==> config.mk <==
export PLATFORM = sky130hd
export DESIGN_NAME = iulrg_merge
export DESIGN_NICKNAME = d
export VERILOG_FILES = /design/src/iulrg_pkg.sv /design/src/iulrg_merge.sv
export SDC_FILE = /design/constraint.sdc
export NUM_CORES = 1
export LEC_CHECK = 0
export ABC_AREA = 1
export BUFFER_PORTS_ARGS = -buffer_cell sky130_fd_sc_hd__buf_2
export CELL_PAD_IN_SITES_DETAIL_PLACEMENT = 0
export CELL_PAD_IN_SITES_GLOBAL_PLACEMENT = 2
export CORE_MARGIN = 10
export CORE_UTILIZATION = 33
export CTS_BUF_LIST = sky130_fd_sc_hd__clkbuf_16
export DETAILED_ROUTE_END_ITERATION = 6
export GPL_TIMING_DRIVEN = 0
export HOLD_SLACK_MARGIN = 0.02
export MAX_ROUTING_LAYER = met4
export PLACE_DENSITY_LB_ADDON = 0.05
export SLEW_MARGIN = 20
export SYNTH_ARGS = -nofsm -noshare
export SYNTH_HDL_FRONTEND = slang
export SYNTH_SLANG_ARGS = --single-unit
==> constraint.sdc <==
create_clock -name aclk -period 5.35 [get_ports aclk]
set_clock_uncertainty 0.15 [all_clocks]
set_input_delay 1.07 -clock aclk [delete_from_list [all_inputs] [get_ports aclk]]
set_output_delay 1.07 -clock aclk [all_outputs]
set_load 0.03 [all_outputs]
==> src/iulrg_pkg.sv <==
// Shared types and constants of the interval union core.
package iulrg_pkg;

    localparam int MAX_INTERVALS = 256;
    localparam int TIME_BITS     = 24;

    typedef logic [TIME_BITS-1:0] time_t;

    // One stored interval of the sorting chain.
    typedef struct packed {
        logic  valid;
        time_t start;
        time_t fin;
    } entry_t;

    // Chain control for one cycle.
    typedef struct packed {
        logic insert;
        logic shift;
    } chain_ctl_t;

    // Figures produced by the merge walk.
    typedef struct packed {
        time_t covered;
        time_t gap;
    } merge_res_t;

endpackage

==> src/iulrg_merge.sv <==
// Merge walker: folds sorted intervals into runs and tracks the best span and gap.
module iulrg_merge (
    input  logic                   aclk,
    input  logic                   aresetn,
    input  logic                   step_i,
    input  logic                   clear_i,
    input  iulrg_pkg::entry_t      head_i,
    output iulrg_pkg::merge_res_t  res_o
);

    logic             empty_reg;
    iulrg_pkg::time_t run_head_reg;
    iulrg_pkg::time_t run_tail_reg;
    iulrg_pkg::time_t best_cov_reg;
    iulrg_pkg::time_t best_gap_reg;

    iulrg_pkg::time_t run_len;
    iulrg_pkg::time_t gap_len;

    assign run_len = run_tail_reg - run_head_reg;
    assign gap_len = head_i.start - run_tail_reg;

    always_ff @(posedge aclk) begin
        if (!aresetn) begin
            empty_reg    <= 1'b1;
            best_cov_reg <= '0;
            best_gap_reg <= '0;
        end else if (clear_i) begin
            empty_reg    <= 1'b1;
            best_cov_reg <= '0;
            best_gap_reg <= '0;
        end else if (step_i) begin
            empty_reg <= 1'b0;
            if (!empty_reg && (head_i.start > run_tail_reg)) begin
                if (run_len > best_cov_reg) begin
                    best_cov_reg <= run_len;
                end
                if (gap_len > best_gap_reg) begin
                    best_gap_reg <= gap_len;
                end
            end
        end
    end

    always_ff @(posedge aclk) begin
        if (step_i) begin
            if (empty_reg || (head_i.start > run_tail_reg)) begin
                run_head_reg <= head_i.start;
                run_tail_reg <= head_i.fin;
            end else if (head_i.fin > run_tail_reg) begin
                run_tail_reg <= head_i.fin;
            end
        end
    end

    // The open run is closed here, when the result is taken.
    always_comb begin
        res_o.gap = best_gap_reg;
        if (empty_reg) begin
            res_o.covered = '0;
        end else if (run_len > best_cov_reg) begin
            res_o.covered = run_len;
        end else begin
            res_o.covered = best_cov_reg;
        end
    end

endmodule

==> key figures, run 1 <==
Status
  • Status: completed

Floorplanning
  • Die X: 185 um
  • Core area: 0.0269 mm2
  • Height of the chip: around 180 um
  • Die area: ~0.034 mm2
  • Cell row count: 60
  • Starting Density: 33.4%
  • Number of I/O pins: between 100 and 150

Timing
  • Slew HR: 30.1%
  • Final Hold Fails: 0
  • Max frequency: a little under 200 MHz
  • Unrepaired setup endpoints after global routing: false
  • Setup Viol. Count Final: 0
  • Final Cycle Share: between 90 and 100%
  • Tmin final: 5090 ps
  • Final hold slack: around 360 ps
  • Max-slew violation count: 0
  • Worst setup margin: 262 ps
  • Slew @ Worst Pin: 1050 ps

Route
  • Total Routed Length: 28300 um
  • WL met2: 14600 um
  • Wl on met1: 12400 um
  • Via Count: approximately 8500
  • Via density: 4.57
  • DRC Markers: 0
  • WL/cell: 15.3 um
  • DRT iter0 DRCs: 333
  • Met3 routed WL: 812 um
  • DR top layer: met4
  • Antenna Nets Post-Route: 0
  • Drt pass-1 iters: 4

Worst hold path
  • Hold/Removal Path Class: reg2reg

Worst setup path
  • Startpoint types: register
  • CP required: 4130 ps
  • CP max FO: 5
  • CP Class: reg2out
  • CP Cell Sequence: inv_1 -> ha_1 -> inv_2 -> fa_2 -> nand3_2 -> nand3_4 -> nand2_1 -> nand2_2 -> nand2_2 -> nand3_1 -> nand2_1 -> nand2_2 -> ha_4 -> nand4_1 -> nor2_4 -> nand2_2 -> a21oi_1 -> nor2_1 -> nor2_4 -> clkbuf_16 -> nand2_1 -> a21oi_2 -> buf_6
  • Slowest cell on the critical path: fa_2
  • Max incr delay on CP: ~420 ps
  • Worst EP arrival: roughly 3900 ps
  • Most frequent CP cell: nand2_2
  • Crit end category: output pin

Clock tree
  • TritonCTS Buffers: 9
  • CTS sink count: 97
  • CTS tree: yes
  • Worst-path clk slew: 80 ps
  • H-tree Lvls: 3
  • Clock root cell: clkbuf_16
  • Hold_buf cts: 0
  • Worst skew pair latency: 370 ps
  • CTS max path bufs: 2

Power
  • Power per Cell Area: 268 mW/mm2
  • VDD IR max: about 0.00013 V
  • Leakage: 0.00557 uW

Placement
  • DPL Wire Length: between 20000 and 25000 um
  • Gpl congestion: 0.871
  • Setup slack at placement: -349 ps
  • IO buf count: 99

Final layout
  • Multi-input gate area: 0.00556 mm2
  • Total Nets Final: about 1700
  • Share of cells above drive strength 1: 12.3%
  • Core Util, Final: about two fifths
  • P&R area growth vs syn: 17.3%
  • FF+latch area: 0.00242 mm2
  • FILL cells: about 2900

GRT
  • Pin count of the biggest net entering global routing: 25
  • Vias in the first global route: 8712
  • Gr usage total: ~17%
  • Initial antenna violation count: 2
  • First-pass GRT wire length: between 40000 and 50000 um
  • Global route total overflow: 0

Synthesis
  • Yosys cell types: 33
  • Syn nets: 1564
  • Number of synthesized flops with an enable pin: 48
  • YS warnings: 0
  • Synthesized flop and latch total: 97
  • Post-Syn Area: about 0.0090 mm2
  • Syn Inst Count: 1390
  • Ys async rst share: 0%
  • Seq/Total Area, Yosys: 27.0%
  • Synth Flop Type: dfxtp_1
  • Post-Syn Area per Cell: 6.46 um2

Run
  • Max_cap viols: 0
==> cells in the mapped netlist (15+ instances only) <==
library cell | number | area share [%]
nand2_1 | 430 | 18
inv_1 | 281 | 12
nor2_1 | 123 | 5.1
ha_1 | 119 | 17
a21oi_1 | 115 | 6.4
nand3_1 | 86 | 4.8
dfxtp_1 | 49 | 11
edfxtp_1 | 48 | 16
xor2_1 | 22 | 2.1
o21ai_0 | 19 | 1.1
o21ai_1 | 16 | 0.89
nand4_1 | 15 | 1.0
==> repair_timing <==
action                     4_1_cts  5_1_grt
cloned                           0        1
resized for setup               22       67
setup endpoints to repair       24       24
pin swaps                        1        5
buffers inserted                 1        3
==> critical path, delay by kind of cell, from the launching register on <==
kind            cells  cell delay [ps]
flops               1              390
fa+ha+maj           3              840
buf+inv             4              490
compound gates      2              310
simple gates       14             1490
==> area by class of cell <==
cell class	instances	share of cell area (%)
timing repair buffer	104	5.55
inverter	282	10.1
multi-input combinational	988	52.9
antenna	2	0.0475
sequential	97	23.0
tap	341	4.05
buffer	23	1.56
clock inverter	7	0.725
clock buffer	9	2.14
==> metrics by stage <==
step	TNS [ps]	total power, uW	cell area, um2	cells
2_1_floorplan	0	1710	8980	1390
3_3_place_gp	-4580	2050	9900	1830
3_5_place_dp	-4580	2050	9900	1830
4_1_cts	0	2810	10300	1847
5_1_grt	0	3080	10500	1853
6_report	0	2820	10500	1853
==> layout by cell type (no fill, tap or decap), types with 4 or more instances in the layout <==
master and n:
nand2_1 418, inv_1 279, a21oi_1 113, nor2_1 113, ha_1 107, buf_2 91
nand3_1 83, dfxtp_1 49, edfxtp_1 48, xor2_1 22, o21ai_0 19, o21ai_1 16
nand4_1 15, buf_4 15, nand2_2 14, clkbuf_16 10, buf_6 9, clkbuf_1 9
ha_2 8, nor3_1 7, nor2_4 7, nor2_2 7, o21bai_1 6, a21o_1 4
ha_4 4
==> where the power goes <==
group | switching [uW] | leakage, uW | internal, uW
Combinational | 816 | 0.00456 | 455
Clock | 350 | 0.000144 | 369
Sequential | 16.4 | 0.000866 | 819
Total | 1180 | 0.00557 | 1640
==> per-layer routing <==
metal  track usage [%]  vias to the layer above
li1                  -                     4605
met1              18.5                     3733
met2              32.1                       92
met3              2.51                       32
met4              4.88                        0
met5                 -                        -
==> path summary, 6_finish.rpt <==
kind              depth (start not counted)  slack (ps)            start               to
setup reg to reg                         25        1020  run_tail_reg[0]  best_gap_reg[5]
hold reg to reg                           2         360  best_gap_reg[1]  best_gap_reg[1]
setup / recovery                         23         260  run_tail_reg[0]        res_o[44]
hold / removal                            2         360  best_gap_reg[1]  best_gap_reg[1]
==> logic make-up after synthesis <==
family          after synthesis  share of synthesized area, %
xor+xnor                     25                          2.44
flops                        97                          27.0
fa+ha+maj                   121                          17.0
simple gates                677                          30.6
buf+inv                     305                          13.3
compound gates              165                          9.63
No activity file was read; power rests on OpenSTA's default activity.
==> run 2, diff against run 1 <==
- RECOVER_POWER: default -> 100
==> key figures, run 2 (synthesis results as in run 1) <==
Floorplanning
  • Die X: 185 um
  • Height of the chip: 185 um
  • Die area: between 0.03 and 0.04 mm2
  • Number of I/O pins: 101
  • Core area: around 0.027 mm2
  • Cell row count: 60
  • Starting Density: 33.4%

Timing
  • Tmin final: ~5100 ps
  • Worst setup margin: 270 ps
  • Max-slew violation count: 0
  • Final Cycle Share: 94.9%
  • Final Hold Fails: 0
  • Setup Viol. Count Final: 0
  • Max frequency: roughly 200 MHz
  • Unrepaired setup endpoints after global routing: false
  • Final hold slack: between 300 and 400 ps
  • Slew HR: approximately 29%
  • Slew @ Worst Pin: 1060 ps
  • Post-route setup TNS: 0 ps

Placement
  • Gpl congestion: 0.871
  • IO buf count: 99
  • Setup slack at placement: -349 ps
  • DPL Wire Length: 23900 um

Route
  • Antenna Nets Post-Route: 0
  • DRT iter0 DRCs: roughly 340
  • Drt pass-1 iters: 4
  • Total Routed Length: 28300 um
  • DRC Markers: 0
  • WL/cell: 15.3 um
  • Via density: around 4.6
  • Via Count: approximately 8400

Power
  • Power per Cell Area: 270 mW/mm2
  • Final Total Pwr: 2810 uW
  • Leakage: 0.00532 uW
  • VDD IR max: 0.000127 V

Worst setup path
  • R2R setup slack: ~1100 ps
  • CP Cell Sequence: inv_1 -> ha_1 -> inv_2 -> fa_2 -> nand3_2 -> nand3_4 -> nand2_1 -> nand2_2 -> nand2_2 -> nand3_1 -> nand2_1 -> nand2_2 -> ha_4 -> nand4_1 -> nor2_4 -> nand2_2 -> a21oi_1 -> nor2_1 -> nor2_4 -> clkbuf_16 -> nand2_1 -> a21oi_2 -> buf_6
  • CP max FO: 5
  • Max incr delay on CP: about 420 ps
  • Most frequent CP cell: nand2_2
  • Startpoint types: register
  • Crit end category: output pin
  • Worst EP arrival: 3860 ps
  • CP required: a little over 4000 ps
  • Slowest cell on the critical path: fa_2
  • CP Class: reg2out
  • R2R depth: 25

Clock tree
  • CTS max path bufs: 2
  • Clock root cell: clkbuf_16
  • Worst skew pair latency: about 370 ps
  • TritonCTS Buffers: 9
  • Hold_buf cts: 0
  • CTS tree: yes
  • H-tree Lvls: 3
  • CTS sink count: a little under 100
  • Worst-path clk slew: 80 ps

Final layout
  • FILL cells: roughly 3000
  • P&R area growth vs syn: 16.1%
  • Core Util, Final: 38.8%
  • Commonest non-fill, non-tap cell in the layout: nand2_1
  • Share of cells above drive strength 1: 7.42%
  • Total Nets Final: ~1700
  • Most frequent cells in the layout: nand2_1, inv_1, nor2_1

Worst hold path
  • Hold Crit Depth: 2
  • Hold/Removal Path Class: reg2reg

Status
  • Status: completed

GRT
  • Initial antenna violation count: 2
  • Vias in the first global route: a little under 9000
  • Gr usage total: roughly 17%
  • Global route total overflow: 0
  • First-pass GRT wire length: 44300 um
  • Pin count of the biggest net entering global routing: 25

Run
  • Max_cap viols: 0
[run 2: what timing repair did]
action | 4_1_cts | 5_1_grt
resized for setup | 22 | 67
hold endpoints to repair | 0 | 0
endpoints found under the setup margin | 24 | 24
gates cloned | 0 | 1
setup buffers | 1 | 3
pin swaps | 1 | 5
[run 2: final cells by class]
type | count | area, um2 | share of cell area [%]
plain buffers | 23 | 164 | 1.57
flip-flops and latches | 97 | 2420 | 23.2
multi-input cells | 988 | 5550 | 53.3
repair buffers | 104 | 490 | 4.71
well taps | 341 | 427 | 4.09
clock buffers | 9 | 225 | 2.16
clock inverters | 7 | 76.3 | 0.732
inverters | 282 | 1060 | 10.2
diodes | 2 | 5.00 | 0.0480
[run 2: worst max-delay path, delay by kind of cell (launching register included)]
kind | cells | cell delay (ps)
adders and majority gates | 3 | 840
buffers and inverters | 4 | 490
and+or+nand+nor | 14 | 1480
DFF | 1 | 390
AOI/OAI and AO/OA | 2 | 310
[run 2: power by group]
group / internal, uW / total [uW] / leakage [uW] / switching, uW
combinational: 447 / 1260 / 0.00431 / 812
clock: 369 / 717 / 0.000144 / 348
sequential: 819 / 836 / 0.000866 / 16.6
total: 1640 / 2810 / 0.00532 / 1180
[run 2: worst paths after layout]
kind                                       from          endpoint
worst min-delay path            best_gap_reg[1]   best_gap_reg[1]
worst max-delay path            run_tail_reg[0]         res_o[44]
worst min register to register  best_gap_reg[1]   best_gap_reg[1]
worst max register to register  run_tail_reg[0]  best_gap_reg[10]
[run 2: stage by stage]
stage / instance area (um2) / std cells
final: 10400 / 1853
after global routing: 10400 / 1853
after CTS: 10300 / 1847
after detailed placement: 9900 / 1830
after global placement: 9900 / 1830
after floorplan: 8980 / 1390
[run 2: per-layer routing]
layer,vias up,wire (um),global-route usage (%)
li1,4607,-,-
met3,28,807,2.51
met4,0,529,4.88
met5,-,0,-
met1,3722,12300,18.5
met2,92,14600,32.1
